<file path="src/design/lcca_pkg.sv">
// ----------------------------------------------------------------------------
// lcca_pkg - shared definitions for the load cell calibrated averager
// Widths, register indexes, reset values and the controller/datapath types.
// ----------------------------------------------------------------------------
package lcca_pkg;

    // Sample counter width; the sums grow with it.
    localparam int COUNT_WIDTH = 20;

    localparam int RAW_W      = 24;
    localparam int ELAPSED_W  = 16;
    localparam int WORD_W     = 32;
    localparam int RSUM_W     = RAW_W + COUNT_WIDTH;
    localparam int WSUM_W     = WORD_W + COUNT_WIDTH;
    localparam int DELTA_W    = WORD_W + 1;

    // Divider dividend magnitude: covers delta * 2^24, raw_sum * 2^8,
    // weight_sum and the scaled percent difference.
    localparam int NUM_W      = (COUNT_WIDTH + 32 > 56) ? COUNT_WIDTH + 32 : 56;
    localparam int DEN_W      = 32;
    localparam int DIV_CNT_W  = $clog2(NUM_W);

    localparam int IN_DATA_W  = 40;
    localparam int OUT_DATA_W = 128;

    localparam int CFG_IDX_W  = 3;
    localparam logic [CFG_IDX_W-1:0] CFG_ZERO_OFFSET      = 3'd0;
    localparam logic [CFG_IDX_W-1:0] CFG_SLOPE_POSITIVE   = 3'd1;
    localparam logic [CFG_IDX_W-1:0] CFG_SLOPE_NEGATIVE   = 3'd2;
    localparam logic [CFG_IDX_W-1:0] CFG_RUN_SECONDS      = 3'd3;
    localparam logic [CFG_IDX_W-1:0] CFG_REFERENCE_WEIGHT = 3'd4;

    localparam logic [31:0] RST_ZERO_OFFSET      = 32'd106251056;
    localparam logic [31:0] RST_SLOPE_POSITIVE   = 32'd13667655;
    localparam logic [31:0] RST_SLOPE_NEGATIVE   = 32'd13736560;
    localparam logic [5:0]  RST_RUN_SECONDS      = 6'd60;
    localparam logic [31:0] RST_REFERENCE_WEIGHT = 32'd0;

    localparam logic [5:0]  MAX_RUN_SECONDS = 6'd60;
    localparam logic [5:0]  MIN_RUN_SECONDS = 6'd1;
    localparam logic [15:0] MS_PER_SECOND   = 16'd1000;
    localparam logic [39:0] PERCENT_SCALE   = 40'd100;

    localparam logic [31:0] SAT_MAX = 32'h7FFF_FFFF;
    localparam logic [31:0] SAT_MIN = 32'h8000_0000;

    typedef enum logic [3:0] {
        S_IDLE,
        S_EVAL,
        S_W_START,
        S_W_WAIT,
        S_AR_START,
        S_AR_WAIT,
        S_AW_START,
        S_AW_WAIT,
        S_PCT_PREP,
        S_PCT_START,
        S_PCT_WAIT,
        S_OUT
    } t_state;

    typedef enum logic [1:0] {
        DIV_WEIGHT,
        DIV_ARAW,
        DIV_AW,
        DIV_PCT
    } t_div_sel;

    typedef struct packed {
        logic     capture;
        logic     clear;
        logic     eval;
        logic     div_start;
        logic     div_store;
        t_div_sel div_sel;
        logic     pct_prep;
        logic     load_out;
    } t_cmd;

    typedef struct packed {
        logic op;
        logic finished;
        logic done;
        logic ref_zero;
        logic div_done;
        logic out_free;
    } t_status;

endpackage

</file>
<file path="src/design/lcca_div.sv">
// ----------------------------------------------------------------------------
// lcca_div - shared restoring divider
// One quotient bit per cycle, sign applied and result saturated to 32 bits.
// ----------------------------------------------------------------------------
module lcca_div import lcca_pkg::*; (
    input  logic              i_clk,
    input  logic              i_rst_n,
    input  logic              i_start,
    input  logic              i_neg,
    input  logic [NUM_W-1:0]  i_mag,
    input  logic [DEN_W-1:0]  i_den,
    output logic              o_done,
    output logic [WORD_W-1:0] o_quot
);

    logic                 r_busy;
    logic                 r_done;
    logic                 r_neg;
    logic [DIV_CNT_W-1:0] r_cnt;
    logic [DEN_W-1:0]     r_den;
    logic [DEN_W-1:0]     r_rem;
    logic [NUM_W-1:0]     r_nq;

    logic [DEN_W:0]       shifted;
    logic [DEN_W+1:0]     trial;
    logic                 pos_ovf;
    logic                 neg_ovf;

    assign shifted = {r_rem, r_nq[NUM_W-1]};
    assign trial   = {1'b0, shifted} - {2'b00, r_den};

    always_ff @(posedge i_clk) begin
        if (!i_rst_n) begin
            r_busy <= 1'b0;
            r_done <= 1'b0;
            r_cnt  <= '0;
        end else begin
            r_done <= 1'b0;
            if (i_start) begin
                r_busy <= 1'b1;
                r_cnt  <= DIV_CNT_W'(NUM_W - 1);
            end else if (r_busy) begin
                if (r_cnt == '0) begin
                    r_busy <= 1'b0;
                    r_done <= 1'b1;
                end else begin
                    r_cnt <= r_cnt - 1'b1;
                end
            end
        end
    end

    // Shift the dividend out at the top, the quotient in at the bottom.
    always_ff @(posedge i_clk) begin
        if (i_start) begin
            r_neg <= i_neg;
            r_den <= i_den;
            r_rem <= '0;
            r_nq  <= i_mag;
        end else if (r_busy) begin
            r_rem <= trial[DEN_W+1] ? shifted[DEN_W-1:0] : trial[DEN_W-1:0];
            r_nq  <= {r_nq[NUM_W-2:0], ~trial[DEN_W+1]};
        end
    end

    assign pos_ovf = |r_nq[NUM_W-1:31];
    assign neg_ovf = (|r_nq[NUM_W-1:32]) || (r_nq[31] && (|r_nq[30:0]));

    always_comb begin
        if (r_neg) begin
            o_quot = neg_ovf ? SAT_MIN : (~r_nq[31:0] + 32'd1);
        end else begin
            o_quot = pos_ovf ? SAT_MAX : r_nq[31:0];
        end
    end

    assign o_done = r_done;

endmodule

</file>
<file path="src/design/lcca_dp.sv">
// ----------------------------------------------------------------------------
// lcca_dp - datapath of the load cell calibrated averager
// Configuration registers, run sums, operand selection, output register.
// ----------------------------------------------------------------------------
module lcca_dp import lcca_pkg::*; (
    input  logic                  i_clk,
    input  logic                  i_rst_n,
    input  t_cmd                  i_cmd,
    output t_status               o_status,
    input  logic                  i_cfg_valid,
    input  logic [CFG_IDX_W-1:0]  i_cfg_index,
    input  logic [31:0]           i_cfg_data,
    input  logic                  i_in_op,
    input  logic [IN_DATA_W-1:0]  i_in_data,
    output logic                  o_m_valid,
    input  logic                  i_m_ready,
    output logic [OUT_DATA_W-1:0] o_m_data,
    output logic                  o_m_last,
    output logic                  o_m_user
);

    // configuration
    logic [31:0]            r_zero_offset;
    logic [31:0]            r_slope_pos;
    logic [31:0]            r_slope_neg;
    logic [5:0]             r_run_secs;
    logic [31:0]            r_ref_weight;

    // captured item and per-item results
    logic                   r_op;
    logic [RAW_W-1:0]       r_raw;
    logic [ELAPSED_W-1:0]   r_elapsed;
    logic [DELTA_W-1:0]     r_delta;
    logic                   r_done;
    logic [WORD_W-1:0]      r_weight;
    logic [WORD_W-1:0]      r_avg_raw;
    logic [WORD_W-1:0]      r_avg_w;
    logic [WORD_W-1:0]      r_pct;
    logic                   r_undef;
    logic [WORD_W-1:0]      r_diff_mag;
    logic                   r_pct_neg;

    // run state
    logic [COUNT_WIDTH-1:0] r_count;
    logic [RSUM_W-1:0]      r_raw_sum;
    logic [WSUM_W-1:0]      r_weight_sum;
    logic                   r_finished;

    // output register
    logic                   r_m_valid;
    logic [OUT_DATA_W-1:0]  r_m_data;
    logic                   r_m_last;
    logic                   r_m_user;

    logic [5:0]             secs;
    logic [15:0]            run_limit;
    logic                   sample_done;
    logic                   ref_zero;
    logic [WORD_W-1:0]      ref_mag;
    logic [WORD_W-1:0]      avg_mag;
    logic [WORD_W:0]        diff;
    logic [DELTA_W-1:0]     delta_neg;
    logic [WORD_W-1:0]      delta_mag;
    logic [31:0]            slope_sel;
    logic [RSUM_W-1:0]      rsum_mag;
    logic [WSUM_W-1:0]      wsum_mag;
    logic [DEN_W-1:0]       count_den;
    logic [39:0]            pct_prod;

    logic                   div_neg;
    logic [NUM_W-1:0]       div_mag;
    logic [DEN_W-1:0]       div_den;
    logic                   div_done;
    logic [WORD_W-1:0]      div_quot;

    // Clamp the run length to one..sixty seconds.
    always_comb begin
        if (r_run_secs == 6'd0) begin
            secs = MIN_RUN_SECONDS;
        end else if (r_run_secs > MAX_RUN_SECONDS) begin
            secs = MAX_RUN_SECONDS;
        end else begin
            secs = r_run_secs;
        end
    end

    assign run_limit   = 16'(secs) * MS_PER_SECOND;
    assign sample_done = (r_elapsed >= run_limit);
    assign ref_zero    = (r_ref_weight == 32'd0);
    assign ref_mag     = r_ref_weight[31] ? (~r_ref_weight + 32'd1) : r_ref_weight;
    assign avg_mag     = r_avg_w[31] ? (~r_avg_w + 32'd1) : r_avg_w;
    assign diff        = {1'b0, avg_mag} - {1'b0, ref_mag};

    assign delta_neg   = ~r_delta + DELTA_W'(1);
    assign delta_mag   = r_delta[DELTA_W-1] ? delta_neg[WORD_W-1:0] : r_delta[WORD_W-1:0];
    assign slope_sel   = r_delta[DELTA_W-1] ? r_slope_neg : r_slope_pos;
    assign rsum_mag    = r_raw_sum[RSUM_W-1] ? (~r_raw_sum + RSUM_W'(1)) : r_raw_sum;
    assign wsum_mag    = r_weight_sum[WSUM_W-1] ? (~r_weight_sum + WSUM_W'(1))
                                                : r_weight_sum;
    assign count_den   = (r_count == '0) ? DEN_W'(1) : DEN_W'(r_count);
    assign pct_prod    = 40'(r_diff_mag) * PERCENT_SCALE;

    // Operand selection for the shared divider.
    always_comb begin
        case (i_cmd.div_sel)
            DIV_WEIGHT: begin
                div_neg = r_delta[DELTA_W-1];
                div_mag = NUM_W'(delta_mag) << 24;
                div_den = (slope_sel == 32'd0) ? DEN_W'(1) : slope_sel;
            end
            DIV_ARAW: begin
                div_neg = r_raw_sum[RSUM_W-1];
                div_mag = NUM_W'({rsum_mag, 8'h00});
                div_den = count_den;
            end
            DIV_AW: begin
                div_neg = r_weight_sum[WSUM_W-1];
                div_mag = NUM_W'(wsum_mag);
                div_den = count_den;
            end
            DIV_PCT: begin
                div_neg = r_pct_neg;
                div_mag = NUM_W'(pct_prod) << 16;
                div_den = ref_mag;
            end
            default: begin
                div_neg = 1'b0;
                div_mag = '0;
                div_den = DEN_W'(1);
            end
        endcase
    end

    lcca_div u_div (
        .i_clk   (i_clk),
        .i_rst_n (i_rst_n),
        .i_start (i_cmd.div_start),
        .i_neg   (div_neg),
        .i_mag   (div_mag),
        .i_den   (div_den),
        .o_done  (div_done),
        .o_quot  (div_quot)
    );

    // Configuration writes; indexes past the list are dropped.
    always_ff @(posedge i_clk) begin
        if (!i_rst_n) begin
            r_zero_offset <= RST_ZERO_OFFSET;
            r_slope_pos   <= RST_SLOPE_POSITIVE;
            r_slope_neg   <= RST_SLOPE_NEGATIVE;
            r_run_secs    <= RST_RUN_SECONDS;
            r_ref_weight  <= RST_REFERENCE_WEIGHT;
        end else if (i_cfg_valid) begin
            case (i_cfg_index)
                CFG_ZERO_OFFSET:      r_zero_offset <= i_cfg_data;
                CFG_SLOPE_POSITIVE:   r_slope_pos   <= i_cfg_data;
                CFG_SLOPE_NEGATIVE:   r_slope_neg   <= i_cfg_data;
                CFG_RUN_SECONDS:      r_run_secs    <= i_cfg_data[5:0];
                CFG_REFERENCE_WEIGHT: r_ref_weight  <= i_cfg_data;
                default: ;
            endcase
        end
    end

    // Run state and output handshake.
    always_ff @(posedge i_clk) begin
        if (!i_rst_n) begin
            r_count      <= '0;
            r_raw_sum    <= '0;
            r_weight_sum <= '0;
            r_finished   <= 1'b0;
            r_m_valid    <= 1'b0;
        end else begin
            if (i_cmd.clear) begin
                r_count      <= '0;
                r_raw_sum    <= '0;
                r_weight_sum <= '0;
                r_finished   <= 1'b0;
            end
            if (i_cmd.div_store && (i_cmd.div_sel == DIV_WEIGHT) && (r_count != '1)) begin
                r_count      <= r_count + 1'b1;
                r_raw_sum    <= r_raw_sum + {{(RSUM_W-RAW_W){r_raw[RAW_W-1]}}, r_raw};
                r_weight_sum <= r_weight_sum
                              + {{(WSUM_W-WORD_W){div_quot[WORD_W-1]}}, div_quot};
            end
            if (i_cmd.load_out) begin
                r_m_valid <= 1'b1;
                if (r_done) begin
                    r_finished <= 1'b1;
                end
            end else if (i_m_ready) begin
                r_m_valid <= 1'b0;
            end
        end
    end

    // Payload registers.
    always_ff @(posedge i_clk) begin
        if (i_cmd.capture) begin
            r_op      <= i_in_op;
            r_raw     <= i_in_data[RAW_W-1:0];
            r_elapsed <= i_in_data[RAW_W+ELAPSED_W-1:RAW_W];
        end
        if (i_cmd.eval) begin
            r_delta   <= {r_raw[RAW_W-1], r_raw, 8'h00}
                       - {r_zero_offset[31], r_zero_offset};
            r_done    <= sample_done;
            r_avg_raw <= '0;
            r_avg_w   <= '0;
            r_pct     <= '0;
            r_undef   <= sample_done && ref_zero;
        end
        if (i_cmd.div_store) begin
            case (i_cmd.div_sel)
                DIV_WEIGHT: r_weight  <= div_quot;
                DIV_ARAW:   r_avg_raw <= div_quot;
                DIV_AW:     r_avg_w   <= div_quot;
                DIV_PCT:    r_pct     <= div_quot;
                default: ;
            endcase
        end
        if (i_cmd.pct_prep) begin
            r_diff_mag <= diff[WORD_W] ? ~diff[WORD_W-1:0] + 32'd1 : diff[WORD_W-1:0];
            r_pct_neg  <= diff[WORD_W] ^ r_ref_weight[31];
        end
        if (i_cmd.load_out) begin
            r_m_data <= {r_pct, r_avg_w, r_avg_raw, r_weight};
            r_m_last <= r_done;
            r_m_user <= r_undef;
        end
    end

    assign o_status.op       = r_op;
    assign o_status.finished = r_finished;
    assign o_status.done     = r_done;
    assign o_status.ref_zero = ref_zero;
    assign o_status.div_done = div_done;
    assign o_status.out_free = !r_m_valid || i_m_ready;

    assign o_m_valid = r_m_valid;
    assign o_m_data  = r_m_data;
    assign o_m_last  = r_m_last;
    assign o_m_user  = r_m_user;

endmodule

</file>
<file path="src/design/lcca_ctrl.sv">
// ----------------------------------------------------------------------------
// lcca_ctrl - sequencer of the load cell calibrated averager
// Steps one item through evaluation, the divisions and the output load.
// ----------------------------------------------------------------------------
module lcca_ctrl import lcca_pkg::*; (
    input  logic    i_clk,
    input  logic    i_rst_n,
    input  logic    i_s_valid,
    output logic    o_s_ready,
    input  t_status i_status,
    output t_cmd    o_cmd
);

    t_state r_state;
    t_state n_state;

    always_ff @(posedge i_clk) begin
        if (!i_rst_n) begin
            r_state <= S_IDLE;
        end else begin
            r_state <= n_state;
        end
    end

    always_comb begin
        n_state = r_state;
        case (r_state)
            S_IDLE: begin
                if (i_s_valid) begin
                    n_state = S_EVAL;
                end
            end
            S_EVAL: begin
                if (i_status.op || i_status.finished) begin
                    n_state = S_IDLE;
                end else begin
                    n_state = S_W_START;
                end
            end
            S_W_START: n_state = S_W_WAIT;
            S_W_WAIT: begin
                if (i_status.div_done) begin
                    n_state = i_status.done ? S_AR_START : S_OUT;
                end
            end
            S_AR_START: n_state = S_AR_WAIT;
            S_AR_WAIT: begin
                if (i_status.div_done) begin
                    n_state = S_AW_START;
                end
            end
            S_AW_START: n_state = S_AW_WAIT;
            S_AW_WAIT: begin
                if (i_status.div_done) begin
                    n_state = i_status.ref_zero ? S_OUT : S_PCT_PREP;
                end
            end
            S_PCT_PREP:  n_state = S_PCT_START;
            S_PCT_START: n_state = S_PCT_WAIT;
            S_PCT_WAIT: begin
                if (i_status.div_done) begin
                    n_state = S_OUT;
                end
            end
            S_OUT: begin
                if (i_status.out_free) begin
                    n_state = S_IDLE;
                end
            end
            default: n_state = S_IDLE;
        endcase
    end

    always_comb begin
        o_cmd     = '0;
        o_s_ready = 1'b0;
        case (r_state)
            S_IDLE: begin
                o_s_ready     = 1'b1;
                o_cmd.capture = i_s_valid;
            end
            S_EVAL: begin
                o_cmd.clear = i_status.op;
                o_cmd.eval  = !i_status.op && !i_status.finished;
            end
            S_W_START: begin
                o_cmd.div_sel   = DIV_WEIGHT;
                o_cmd.div_start = 1'b1;
            end
            S_W_WAIT: begin
                o_cmd.div_sel   = DIV_WEIGHT;
                o_cmd.div_store = i_status.div_done;
            end
            S_AR_START: begin
                o_cmd.div_sel   = DIV_ARAW;
                o_cmd.div_start = 1'b1;
            end
            S_AR_WAIT: begin
                o_cmd.div_sel   = DIV_ARAW;
                o_cmd.div_store = i_status.div_done;
            end
            S_AW_START: begin
                o_cmd.div_sel   = DIV_AW;
                o_cmd.div_start = 1'b1;
            end
            S_AW_WAIT: begin
                o_cmd.div_sel   = DIV_AW;
                o_cmd.div_store = i_status.div_done;
            end
            S_PCT_PREP: begin
                o_cmd.pct_prep = 1'b1;
            end
            S_PCT_START: begin
                o_cmd.div_sel   = DIV_PCT;
                o_cmd.div_start = 1'b1;
            end
            S_PCT_WAIT: begin
                o_cmd.div_sel   = DIV_PCT;
                o_cmd.div_store = i_status.div_done;
            end
            S_OUT: begin
                o_cmd.load_out = i_status.out_free;
            end
            default: ;
        endcase
    end

endmodule

</file>
<file path="src/design/load_cell_calibrated_averager.sv">
// ----------------------------------------------------------------------------
// load_cell_calibrated_averager - two-slope calibrated load cell averager
// Converts samples to grams, sums a run and reports averages and % error.
// ----------------------------------------------------------------------------
//
//  channel   direction  handshake                 payload
//  --------  ---------  ------------------------  ----------------------------
//  s_*       in         s_tvalid / s_tready       tdata raw, elapsed; tuser op
//  m_*       out        m_tvalid / m_tready       tdata results; tlast; tuser
//  cfg       in         i_cfg_valid / o_cfg_ready index, 32-bit write data
//
//  A sample that does not end the run passes through one division; a run-ending
//  sample passes through four (three when the reference weight is zero).
//  Begin-run and ignored items go from idle to evaluate and back. All divisions
//  run on the single shared divider, which retires one quotient bit per cycle.
//  Reset is synchronous and active low; it restores the calibration defaults
//  and clears the run. A stalled m_tready holds the result in the output
//  register; the next item is still taken and waits only at its own load.
//
module load_cell_calibrated_averager import lcca_pkg::*; (
    input  logic                  i_clk,
    input  logic                  i_rst_n,

    input  logic                  s_tvalid,
    output logic                  s_tready,
    // [23:0] raw_count, [39:24] elapsed_ms
    input  logic [IN_DATA_W-1:0]  s_tdata,
    // [0] operation
    input  logic                  s_tuser,

    output logic                  m_tvalid,
    input  logic                  m_tready,
    // [31:0] weight, [63:32] average_raw, [95:64] average_weight,
    // [127:96] percent_error
    output logic [OUT_DATA_W-1:0] m_tdata,
    output logic                  m_tlast,
    // [0] error_undefined
    output logic                  m_tuser,

    input  logic                  i_cfg_valid,
    output logic                  o_cfg_ready,
    input  logic [CFG_IDX_W-1:0]  i_cfg_index,
    input  logic [31:0]           i_cfg_data
);

    t_cmd    cmd;
    t_status status;

    // Configuration is a plain register write: always take the transfer.
    assign o_cfg_ready = 1'b1;

    lcca_ctrl u_ctrl (
        .i_clk     (i_clk),
        .i_rst_n   (i_rst_n),
        .i_s_valid (s_tvalid),
        .o_s_ready (s_tready),
        .i_status  (status),
        .o_cmd     (cmd)
    );

    lcca_dp u_dp (
        .i_clk       (i_clk),
        .i_rst_n     (i_rst_n),
        .i_cmd       (cmd),
        .o_status    (status),
        .i_cfg_valid (i_cfg_valid),
        .i_cfg_index (i_cfg_index),
        .i_cfg_data  (i_cfg_data),
        .i_in_op     (s_tuser),
        .i_in_data   (s_tdata),
        .o_m_valid   (m_tvalid),
        .i_m_ready   (m_tready),
        .o_m_data    (m_tdata),
        .o_m_last    (m_tlast),
        .o_m_user    (m_tuser)
    );

endmodule

</file>
<file path="config.mk">
export PLATFORM = sky130hd
export DESIGN_NAME = load_cell_calibrated_averager
export DESIGN_NICKNAME = d
export VERILOG_FILES = /design/src/design/lcca_pkg.sv /design/src/design/lcca_div.sv /design/src/design/lcca_dp.sv /design/src/design/lcca_ctrl.sv /design/src/design/load_cell_calibrated_averager.sv
export SDC_FILE = /design/constraint.sdc
export NUM_CORES = 2
export LEC_CHECK = 0
export BUFFER_PORTS_ARGS = -buffer_cell sky130_fd_sc_hd__buf_2
export CORE_MARGIN = 4
export CORE_UTILIZATION = 59
export CTS_BUF_LIST = sky130_fd_sc_hd__clkbuf_4 sky130_fd_sc_hd__clkbuf_8
export DETAILED_ROUTE_END_ITERATION = 10
export PLACE_DENSITY_LB_ADDON = 0.25
export SLEW_MARGIN = 20
export SYNTH_ARGS = -nofsm -noshare
export SYNTH_HDL_FRONTEND = slang
export SYNTH_SLANG_ARGS = --single-unit
</file>
<file path="constraint.sdc">
create_clock -name i_clk -period 16.8 [get_ports i_clk]
set_input_delay 2.52 -clock i_clk [delete_from_list [all_inputs] [get_ports i_clk]]
set_output_delay 2.52 -clock i_clk [all_outputs]
set_load 0.005 [all_outputs]
</file>
==> results.md <==
- Syn Area/Cell: around 9 µm²
- Commonest non-fill, non-tap cell in the layout: nand2_1
- Critical Path RT: ~17000 ps
- Netlist cell types: a little under 80
- # port buffers: around 210
- Area growth syn-to-layout: 10.4%
- Hold Fails Final Rpt: 0
- Number of buffers created by CTS: around 130
- Leakage: 21.7 nW
- DR iter-0 viols: 4610
- Fmax: about 0.14 GHz
- Dpl cells: 6417
- TritonRoute pass-1 iters: 7
- Worst Setup Start Kind: register
- Initial antenna violation count: 5
- Starting Density: 0.596
- Flop pwr share: 0.370
- Ys Warns: 0
- Non-Filler Instances: ~6.7k
- Final worst path period need: between 7000 and 8000 ps
- Commonest cells after routing, fill and taps aside: 761 x nand2_1, 425 x a21oi_1, 392 x dfxtp_1
- Max cap viols: 0
- Post-synth EDFFs: 360
- CTS Buffer Depth: 3
- Internal power: a little over 4 mW
- Worst-margin pin slew: about 1200 ps
- Post_cts resized: 0
- Total power: between 6 and 7 mW
- Final period util: 0.429
- Worst hold-check path type: reg -> reg
- Logic pwr share: 0.349
- Die X: between 200 and 300 µm
- Psw: about 2.4 mW
- Largest net degree at the start of global routing: 91
- Core region area: a little under 80000 µm²
- Skew-Pair Late Insertion Delay: about 800 ps
- Tot GR Track Use: 0.313
- Global-route wire length before repair: between 200 and 250 mm
- Htree depth: 4
- DR vias: ~41k
- Cts hold-fix bufs: 0
- Setup Buffers After CTS: 0
- Wire per inst: around 21 µm
- TNS Setup: 0 ps
- Rows: a little over 100
- Final Skew: between 40 and 50 ps
- Final ANT Viol Nets: 0
- Post-DP HPWL: about 100 mm
- Worst VDD drop: roughly 120 µV
- CP max stage cell: o311ai_1
- Pwr Density: 126 nW/µm²
- CP most frequent cell: a21oi_1
- Total gr overflow: 0
- Chip Height: between 200 and 300 µm
- Top FF cell, synth: dfxtp_1
- DRC Markers: 0
- CP arrival: a little under 8000 ps
- Switching Share: 0.372
- CP max stage delay: 830 ps
- CTS root buf: clkbuf_8
- Clk pin slew, worst setup/hold paths: around 60 ps
- Ys async rst share: 0
- CP Class: reg -> reg
- Max-slew violations: 0
- Wirelength, routed: around 140 mm
- Sequential share of the synthesized area: 0.396
- Gate Count Post-Synth: approximately 5.3k
- Layout Nets: around 6.0k
- # clock sinks: between 700 and 800
- Buffers and inverters on the worst path: 2
- Io pins: ~210
- Cell Area, Synth: roughly 47000 µm²
- Share of layout cells above drive strength 1: 0.103
- CP top delay family: compound AO/OA/AOI/OAI gates
- Vias in the first global route: ~38k
- CTS tree: built
- Die Area: approximately 85000 µm²
- Worst-path cell chain: inv_1 -> ha_1 -> or3b_2 -> nor2_1 -> and4_1 -> nand2_1 -> a21oi_1 -> buf_4 -> nand2_1 -> o311ai_1 -> ha_1 -> a21oi_1 -> o21ai_0 -> or3b_2 -> a311oi_1 -> a21oi_1 -> nor2_1 -> a31oi_1 -> a311oi_1 -> o31ai_1 -> xnor2_1 -> o21ai_0
- Crit path capture type: register
- Post-synthesis register bit count: 752
- Fin util: 0.658
- Slew HR: 0.199
- Final setup fails: 0
- Global placement routability congestion: between 0.9 and 1
- Critical Path Fanout Max: 20
- DR vias/cell: 6.19
- Hold_ws: 395 ps
- Clk pwr share: 0.282
- Syn Nets: 5806
- RSZ-0062 raised after global routing: no
- Run status: finished, final reports clean
==> stage by stage <==
stage          area (µm²)  setup slack [ps]
2_1_floorplan       47200              4270
3_3_place_gp        49100              9970
3_5_place_dp        49100              9850
4_1_cts             52000              9810
5_1_grt             52100              9080
6_report            52100              9600
==> cells in the mapped netlist, types with 10 or more instances <==
cell type	instances	area [µm²]
nand2_1	761	2860
a21oi_1	425	2130
dfxtp_1	392	7850
o21ai_0	370	1850
edfxtp_1	360	10800
ha_1	338	4230
inv_1	337	1260
xnor2_1	284	2490
nor2_1	245	920
clkbuf_1	235	882
nand3_1	230	1150
xor2_1	123	1080
a21o_1	121	908
o31ai_1	80	601
nor3_1	65	325
a21boi_0	56	420
nor4_1	54	338
nand2b_1	46	288
fa_1	43	861
and3_1	42	263
mux2i_1	42	420
nor2b_1	40	250
a211oi_1	37	278
a31oi_1	37	231
o41ai_1	37	324
o22ai_1	36	225
or3_1	36	225
or4_1	36	270
nand4_1	33	206
o21bai_1	33	248
o211ai_1	32	240
or2_2	27	169
o21a_1	25	188
a221oi_1	24	210
and2_1	24	150
o221ai_1	21	184
a22oi_1	18	135
o311ai_0	16	140
buf_1	15	56.3
a31o_2	12	105
nand3b_1	12	90.1
a311oi_1	10	87.6
nor3b_1	10	75.1
==> state kept, by name, summed over array words and instances, names as in the netlist, 32 cells and up <==
name                count
u_dp.r_avg_w           32
u_dp.u_div.r_nq        56
u_dp.r_diff_mag        32
u_dp.r_pct             32
u_dp.r_avg_raw         32
u_dp.r_zero_offset     32
u_dp.r_slope_neg       32
u_dp.r_delta           33
u_dp.o_m_data         128
u_dp.r_weight          32
u_dp.u_div.r_den       32
u_dp.u_div.r_rem       32
u_dp.r_raw_sum         44
u_dp.r_weight_sum      52
u_dp.r_ref_weight      32
u_dp.r_slope_pos       32
==> final timing paths <==
| kind | from | cells after the start | end | slack (ps) |
|---|---|---|---|---|
| worst max-delay path | u_dp.u_div.r_nq[1] | 22 | u_dp.r_weight_sum[46] | 9600 |
| worst min-delay path | u_dp.r_weight[1] | 0 | u_dp.o_m_data[1] | 400 |
| worst max register to register | u_dp.u_div.r_nq[1] | 22 | u_dp.r_weight_sum[46] | 9600 |
| worst min register to register | u_dp.r_weight[1] | 0 | u_dp.o_m_data[1] | 400 |
==> worst register-to-register path: stages, from the launching register on <==
cell	delay, ps
edfxtp_1	420
inv_1	120
ha_1	190
or3b_2	500
nor2_1	340
and4_1	350
nand2_1	100
a21oi_1	180
buf_4	240
nand2_1	480
o311ai_1	840
ha_1	410
a21oi_1	150
o21ai_0	140
or3b_2	490
a311oi_1	400
a21oi_1	130
nor2_1	260
a31oi_1	220
a311oi_1	690
o31ai_1	200
xnor2_1	160
o21ai_0	80
==> final cells by class <==
type | instances | area, µm²
diodes | 3 | 7.51
clock buffers | 198 | 2410
clock inverters | 41 | 488
fillers | 6526 | 27100
inverters | 338 | 1270
multi-input cells | 4002 | 26400
flip-flops and latches | 752 | 18700
well taps | 1050 | 1310
repair buffers | 276 | 1560
==> power by group through the flow <==
stage | Combinational, mW | Clock [mW] | Sequential, mW
6_report | 2.29 | 1.85 | 2.43
5_1_grt | 2.53 | 1.96 | 2.45
4_1_cts | 2.26 | 1.88 | 2.43
3_5_place_dp | 2.25 | 0 | 2.46
3_3_place_gp | 2.21 | 0 | 2.45
2_1_floorplan | 1.68 | 0 | 2.39
==> per-layer routing <==
layer  wire length, µm  part of all wire  GRT usage  vias up
li1                  -                 -          -    19600
met1             58200              0.42      0.428    19400
met5                37           0.00027          0        -
met4              6000             0.044      0.129        6
met2             61900              0.45      0.494     1890
met3             11800             0.086     0.0552      324
==> cells by family (layout without fill, tap and decap cells) <==
group / Yosys count / after routing / synth area share
xor+xnor: 407 / 407 / 0.0756
buf+inv: 590 / 853 / 0.0471
flops: 752 / 752 / 0.396
other cells: 1 / 4 / 0.0000795
fa+ha+maj: 381 / 381 / 0.108
compound gates: 1473 / 1473 / 0.197
mux: 47 / 47 / 0.0101
simple gates: 1693 / 1693 / 0.167
Note: power is estimated with default switching activity, not from simulation.
